`config.mk`:
```
export PLATFORM = sky130hd
export DESIGN_NAME = scc_front
export DESIGN_NICKNAME = d
export VERILOG_FILES = /design/src/sv/scc_pkg.sv /design/src/sv/scc_front.sv
export SDC_FILE = /design/constraint.sdc
export NUM_CORES = 1
export LEC_CHECK = 0
export BUFFER_PORTS_ARGS = -buffer_cell sky130_fd_sc_hd__clkbuf_2
export CAP_MARGIN = 20
export CORE_MARGIN = 5
export CORE_UTILIZATION = 48
export CTS_BUF_LIST = sky130_fd_sc_hd__clkbuf_4
export DETAILED_ROUTE_END_ITERATION = 10
export PLACE_DENSITY = 0.77
export SYNTH_ARGS = -nofsm -noshare
export SYNTH_HDL_FRONTEND = slang
export SYNTH_SLANG_ARGS = --single-unit
export TNS_END_PERCENT = 10
```
`constraint.sdc`:
```
create_clock -name clk -period 2.2 [get_ports clk]
set_input_delay 0.11 -clock clk [delete_from_list [all_inputs] [get_ports clk]]
set_output_delay 0.11 -clock clk [all_outputs]
set_load 0.05 [all_outputs]
```
`src/sv/scc_pkg.sv`:
```
// ============================================================================
// scc_pkg: shared types and constants for the sector cache
// Command codes, queue item type, back-end state encoding and beat layout.
// ============================================================================
package scc_pkg;

    // default sizing
    localparam int SLOTS_DEFAULT       = 64;
    localparam int SECTOR_BITS_DEFAULT = 32;

    // fixed field widths on the stream ports
    localparam int CMD_W      = 2;
    localparam int SECTOR_W   = 32;
    localparam int SLOT_OUT_W = 6;

    // input beat: cmd, sector, zero padding to whole bytes
    localparam int IN_FIELDS_W = CMD_W + SECTOR_W;
    localparam int IN_TDATA_W  = ((IN_FIELDS_W + 7) / 8) * 8;

    // output beat: slot, hit, evict_write, evict_sector, fill_needed, padding
    localparam int OUT_FIELDS_W = SLOT_OUT_W + 1 + 1 + SECTOR_W + 1;
    localparam int OUT_TDATA_W  = ((OUT_FIELDS_W + 7) / 8) * 8;
    localparam int OUT_PAD_W    = OUT_TDATA_W - OUT_FIELDS_W;

    // command queue between front and back, depth a power of two
    localparam int QUEUE_DEPTH = 2;
    localparam int QUEUE_AW    = $clog2(QUEUE_DEPTH);

    // command codes on the input beat
    localparam logic [CMD_W-1:0] CMD_READ  = 2'd0;
    localparam logic [CMD_W-1:0] CMD_WRITE = 2'd1;
    localparam logic [CMD_W-1:0] CMD_FLUSH = 2'd2;

    // classified command kind
    typedef enum logic [1:0] {
        KIND_READ,
        KIND_WRITE,
        KIND_FLUSH
    } kind_t;

    // queue entry handed from front to back
    typedef struct packed {
        kind_t                kind;
        logic [SECTOR_W-1:0]  sector;
    } item_t;

    // back-end sequencer states
    typedef enum logic [2:0] {
        ST_IDLE,
        ST_LOOKUP,
        ST_RESOLVE,
        ST_SWEEP,
        ST_INSTALL,
        ST_FLUSH,
        ST_FLUSH_EMIT
    } state_t;

endpackage

```
`src/sv/scc_front.sv`:
```
// ============================================================================
// scc_front: command intake and queue
// Accepts input beats, classifies the command and queues read, write and
// flush work for the back end; unused command codes are dropped.
// ============================================================================
module scc_front
    import scc_pkg::*;
(
    input  logic                  clk,
    input  logic                  rst_n,
    input  logic                  s_axis_tvalid,
    output logic                  s_axis_tready,
    input  logic [IN_TDATA_W-1:0] s_axis_tdata,   // [1:0] cmd, [33:2] sector
    output logic                  q_valid,
    output item_t                 q_item,
    input  logic                  q_pop
);

    item_t                 entry_reg [QUEUE_DEPTH];
    logic [QUEUE_AW-1:0]   rd_ptr_reg, rd_ptr_next;
    logic [QUEUE_AW-1:0]   wr_ptr_reg, wr_ptr_next;
    logic [QUEUE_AW:0]     count_reg, count_next;

    logic                  accept;
    logic                  push;
    logic                  pop;
    kind_t                 kind;
    logic [CMD_W-1:0]      cmd;
    logic [SECTOR_W-1:0]   sector;

    // unpack and classify the incoming beat
    assign cmd    = s_axis_tdata[CMD_W-1:0];
    assign sector = s_axis_tdata[CMD_W +: SECTOR_W];

    always_comb
    begin
        kind = KIND_READ;
        push = 1'b0;
        case (cmd)
            CMD_READ:
            begin
                kind = KIND_READ;
                push = accept;
            end
            CMD_WRITE:
            begin
                kind = KIND_WRITE;
                push = accept;
            end
            CMD_FLUSH:
            begin
                kind = KIND_FLUSH;
                push = accept;
            end
            default:
            begin
                kind = KIND_READ;
                push = 1'b0;
            end
        endcase
    end

    // handshake and queue pointers
    assign s_axis_tready = (count_reg != (QUEUE_AW + 1)'(QUEUE_DEPTH));
    assign accept        = s_axis_tvalid && s_axis_tready;
    assign q_valid       = (count_reg != '0);
    assign pop           = q_pop && q_valid;
    assign q_item        = entry_reg[rd_ptr_reg];

    always_comb
    begin
        rd_ptr_next = rd_ptr_reg;
        wr_ptr_next = wr_ptr_reg;
        count_next  = count_reg;
        if (push)
        begin
            wr_ptr_next = wr_ptr_reg + 1'b1;
        end
        if (pop)
        begin
            rd_ptr_next = rd_ptr_reg + 1'b1;
        end
        if (push && !pop)
        begin
            count_next = count_reg + 1'b1;
        end
        else if (pop && !push)
        begin
            count_next = count_reg - 1'b1;
        end
    end

    always_ff @(posedge clk or negedge rst_n)
    begin
        if (!rst_n)
        begin
            rd_ptr_reg <= '0;
            wr_ptr_reg <= '0;
            count_reg  <= '0;
        end
        else
        begin
            rd_ptr_reg <= rd_ptr_next;
            wr_ptr_reg <= wr_ptr_next;
            count_reg  <= count_next;
        end
    end

    // queue storage
    always_ff @(posedge clk)
    begin
        if (push)
        begin
            entry_reg[wr_ptr_reg] <= '{kind: kind, sector: sector};
        end
    end

endmodule

```
# Word-level counts from Yosys, hierarchy flattened
# Memory sizes are Yosys's and may differ from the RTL's.
# Cells that the tools add are included.
op_classes:
  eq_ne: 3
  add_sub_neg: 4
  reduce_logical: 10
  muxes: 6
op_table:
  columns: ["cell", "n"]
  rows:
  - ["$logic_and A1 B1 Y1", 4]
  - ["$mux W2", 2]
  - ["$pmux W2 S2", 1]
  - ["$reduce_bool A2 Y1", 2]
  - ["$mux W1", 3]
  - ["$reduce_or A3 Y1", 1]
  - ["$add A1 B1 Y1 const B", 2]
  - ["$add A2 B1 Y2 const B", 1]
  - ["$eq A2 B1 Y1 const B", 1]
  - ["$eq A2 B2 Y1 const B", 1]
  - ["$logic_not A1 Y1", 2]
  - ["$logic_not A2 Y1", 1]
  - ["$ne A2 B2 Y1 const B", 1]
  - ["$sub A2 B1 Y2 const B", 1]
word_totals:
  register_bits: 4
  memories: 1
  ram_bits: 68
  out_inout_bits: 36
  elab_cells: 27
  input_bits: 44
mem_list:
  columns: ["name", "words", "word_bits", "rd", "rd_clocked_by_memory_dff", "write_ports", "line", "text"]
  rows:
  - ["entry_reg", 2, 34, 1, 0, 1, "scc_front.sv:19", "item_t entry_reg [QUEUE_DEPTH];"]

# Longest topological paths before layout
logic_depth:
  ltp_word: 7
  mapped_depth: 7
  depth_no_buf: 7

# Least setup slack after synthesis
# OpenSTA, ideal clock, no wires.
synth_timing:
  kind: "flip-flop to flip-flop"
  startpoint: "register count_reg[0]"
  endpoint: "memory entry_reg[0][0] (netlist name), enable pin"
  period_less_slack_ns: 2.928
  t_arrival_ns: 2.502
  setup_time_ns: 0.425
  setup_slack_ns: -0.728
  path_stages_with_launch: 4
  required_time_ns: 1.775
  path_buffers: 0
  cell_sequence: "dfrtp_1 > nand2b_1 > nand3_2 > nor2_1"
synth_via:
  elab_chain_cells: 5
synth_lines:
  columns: ["element", "line", "text"]
  rows:
  - ["start, declared", "scc_front.sv:22", "logic [QUEUE_AW:0] count_reg, count_next;"]
  - ["start signal, assigned", "scc_front.sv:105", "count_reg <= count_next;"]
  - ["$ne A2 B2 Y1", "scc_front.sv:64", "assign s_axis_tready = (count_reg != (QUEUE_AW + 1)'(QUEUE_DEPTH));"]
  - ["named net s_axis_tready", "scc_front.sv:12", "output logic s_axis_tready,"]
  - ["$logic_and A1 B1 Y1", "scc_front.sv:65", "assign accept = s_axis_tvalid && s_axis_tready;"]
  - ["$mux W1", "scc_front.sv:39", "case (cmd)"]
  - ["$mux W1", "scc_front.sv:112", "if (push)"]
  - ["$mux W1 (implied by the code)", "scc_front.sv:114", "entry_reg[wr_ptr_reg] <= '{kind: kind, sector: sector};"]
  - ["end, declared", "scc_front.sv:19", null]
# The timed path passes the listed nets, and every way through them passes these cells.

==> summary.md <==
| Metric | Value |
|---|---|
| Status | completed |
| Post-synth EDFFs | 68 |
| DIE WIDTH | 86.7 um |
| Gr usage total | 0.141 |
| Reg clk slew, reported paths | 0.10 ns |
| Multiplexer share of the synthesized area | 0.174 |
| Pwr dens | 1350 mW/mm^2 |
| CP startpoint | rd_ptr_reg |
| CTS sink count | 72 |
| Critical path class | flop to output pin |
| Max rail drop VDD | 0.000789 V |
| Actual slew at the worst max-slew pin | 0.480 ns |
| Top cell type's share of synthesized area | 0.723 |
| Core area | 0.00582 mm^2 |
| IO Port Bufs | 73 |
| GPL Wtd Cong | 0.678 |
| Register share of total power | 0.383 |
| ANT cells | 0 |
| Clock tree from TritonCTS | built |
| Mapped cell area | 0.00282 mm^2 |
| Largest net degree at the start of global routing | 29 |
| Post-layout nets | 293 |
| Share of layout cells above drive strength 1 | 0.506 |
| TNS Setup | 0 ns |
| Fin. Hold Viols | 0 |
| Die Ht | 86.7 um |
| Synthesis warning total | 0 |
| Most used DFF post-synth | edfxtp_1 |
| Cells after synthesis | 128 |
| Startpoint types | flop |
| Wire length on met1 | 1930 um |
| Final Critical Period | 2.05 ns |
| Drt initial violations | 47 |
| Synth cell count leaders | 68 x edfxtp_1, 29 x mux2_4, 5 x mux2_2 |
| Worst-Skew Late Latency | 0.38 ns |
| Slew Limit Fails | 0 |
| Met3 Routed Length | 279 um |
| Largest family of logic cells by synthesized area | multiplexers |
| Synth Area in Compound Gates | 0 |
| Routed wire length | 4940 um |
| Xor/xnor share of the synthesized area | 0.0155 |
| Area post-placement | 0.00328 mm^2 |
| Drt drc | 0 |
| Critical path peak fanout | 22 |
| Fill count | 445 |
| Metal2 WL | 2660 um |
| Top Layer Used | met4 |
| Fin area | 0.00380 mm^2 |
| Leakage power | 1.56 nW |
| Area growth, synth to finish | 34.5% |
| Detailed Routing Iterations Pass 1 | 4 |
| Num CTS Buffers | 9 |
| Distinct cells, synth | 16 |
| Full die area | 0.00751 mm^2 |
| Post-cts resize count | 0 |
| P_sw | 2.06 mW |
| Synthesized flop and latch total | 72 |
| Final period utilization | 0.932 |
| Simple logic cell fraction of the synthesized area | 0.0191 |
| ANT nets after route | 0 |
| Global route total overflow | 0 |
| Adder-Cell Fraction of Synth Area | 0.00443 |
| Maxcap violations | 0 |
| Comb pwr share | 0.443 |
| Synth area leader | edfxtp_1 |
| FF-to-FF path depth | 4 |
| Launching point of the worst reg2reg path | count_reg[0] |
| Clock Tree Buf Depth | 2 |
| RSZ-0062 raised after global routing | no |
| First-pass GRT wire length | 7790 um |
| Worst path required time | 2.09 ns |
| Register area share after synthesis | 0.759 |
| P_int | 3.06 mW |
| Vias/cell | 4.64 |
| Switch share | 0.402 |
| Rows | 28 |
| Hold slack | 0.0791 ns |
| CTS Root Cell | clkbuf_4 |
| H-tree depth | 3 |
| Vias in the first global route | 1688 |
| DP HPWL | 3220 um |
| Final setup violation count | 0 |
| Worst EP arrival | 1.94 ns |
| Max reg flops | 68 |
| Initial core utilization | 0.485 |
| Post-synth ARST share | 0.0556 |
| Most frequent cell after synthesis | edfxtp_1 |
| Syn_nets | 173 |
| Dominant cells by area after synthesis | edfxtp_1 72%, mux2_4 15%, dfrtp_1 3.5%, buf_12 2.1%, mux2_2 2.0% |
| IO Pins | 80 |
| Max-slew headroom | 0.680 |
| Hold Crit Class | input port to async pin |
| Clock Skews | 0.0102 ns |
| Syn Area/Cell | 22.1 um^2 |
| Critical Path End Type | output pin |
| Wire per inst | 15.1 um |
| Clock power share | 0.173 |
| Initial antenna violation count | 0 |
| Max Freq | 0.488 GHz |
| Vias | 1522 |
| Post-CTS setup buffers | 0 |
==> cells in the final DEF, fill, tap and decap left out <==
cell,synthesis,layout
dfrtp_2,0,1
mux2_2,5,5
nor2_1,3,1
or2_1,1,1
dfrtp_1,4,3
nand3_2,1,1
bufinv_16,0,2
nand2_1,2,2
clkbuf_2,0,73
xor2_1,2,2
clkbuf_4,0,11
xnor2_1,3,3
edfxtp_1,68,68
nor2_4,0,2
nor2b_1,2,2
inv_1,2,2
buf_12,3,2
buf_4,0,2
ha_1,1,1
clkinv_1,0,3
mux2_4,29,29
dlygate4sd3_1,0,36
nand2b_1,1,1
==> area by class of cell <==
| class | instances | area [um^2] | area share |
|---|---|---|---|
| inverter | 2 | 7.51 | 0.00198 |
| clock inverter | 5 | 71.3 | 0.0188 |
| multi-input combinational | 50 | 617 | 0.162 |
| clock buffer | 11 | 82.6 | 0.0218 |
| sequential | 72 | 2140 | 0.565 |
| tap | 75 | 93.8 | 0.0247 |
| timing repair buffer | 113 | 781 | 0.206 |
==> stage by stage <==
step	cells	setup WS (ns)	utilization	power, mW
after floorplan	128	-0.182	-	3.87
after global routing	328	0.0212	0.653	5.34
final	328	0.149	0.653	5.12
after detailed placement	276	0.540	0.564	4.24
after global placement	276	0.557	0.564	4.20
after CTS	328	0.0771	0.653	5.18
==> power groups by stage <==
| stage | combinational [mW] | sequential, mW | clock, mW |
|---|---|---|---|
| 2_1_floorplan | 1.97 | 1.90 | 0 |
| 3_3_place_gp | 2.23 | 1.98 | 0 |
| 3_5_place_dp | 2.24 | 2.00 | 0 |
| 4_1_cts | 2.30 | 1.97 | 0.917 |
| 5_1_grt | 2.37 | 1.99 | 0.975 |
| 6_report | 2.27 | 1.96 | 0.889 |
==> critical path, cell delays in order (launching register included) <==
cell,delay [ns]
dfrtp_2,0.69
buf_12,0.27
mux2_2,0.35
clkbuf_2,0.24
==> layer usage <==
metal  up-vias  track usage
met5         -            0
met4         0       0.0680
met3         9       0.0437
met2        47        0.252
met1       734        0.151
li1        732            -
==> path summary, 6_finish.rpt <==
path / endpoint / slack [ns]
setup / recovery: q_item[24] / 0.15
hold / removal: count_reg[1] / 0.08
setup reg to reg: entry_reg[0][10] / 0.60
hold reg to reg: count_reg[1] / 0.51
max in group asynchronous: rd_ptr_reg / 1.99
min in group clk: wr_ptr_reg / 0.09
==> cells by family after synthesis <==
kind of cell,after synthesis
xor+xnor,5
buf+inv,6
simple gates,10
flops,72
mux,34
fa+ha+maj,1
==> timing repair <==
item | CTS | global route
hold buffers | 36 | 0
hold endpoints to repair | 73 | 0
setup endpoints to repair | 0 | 0
Power figures use the tool's default switching activity.
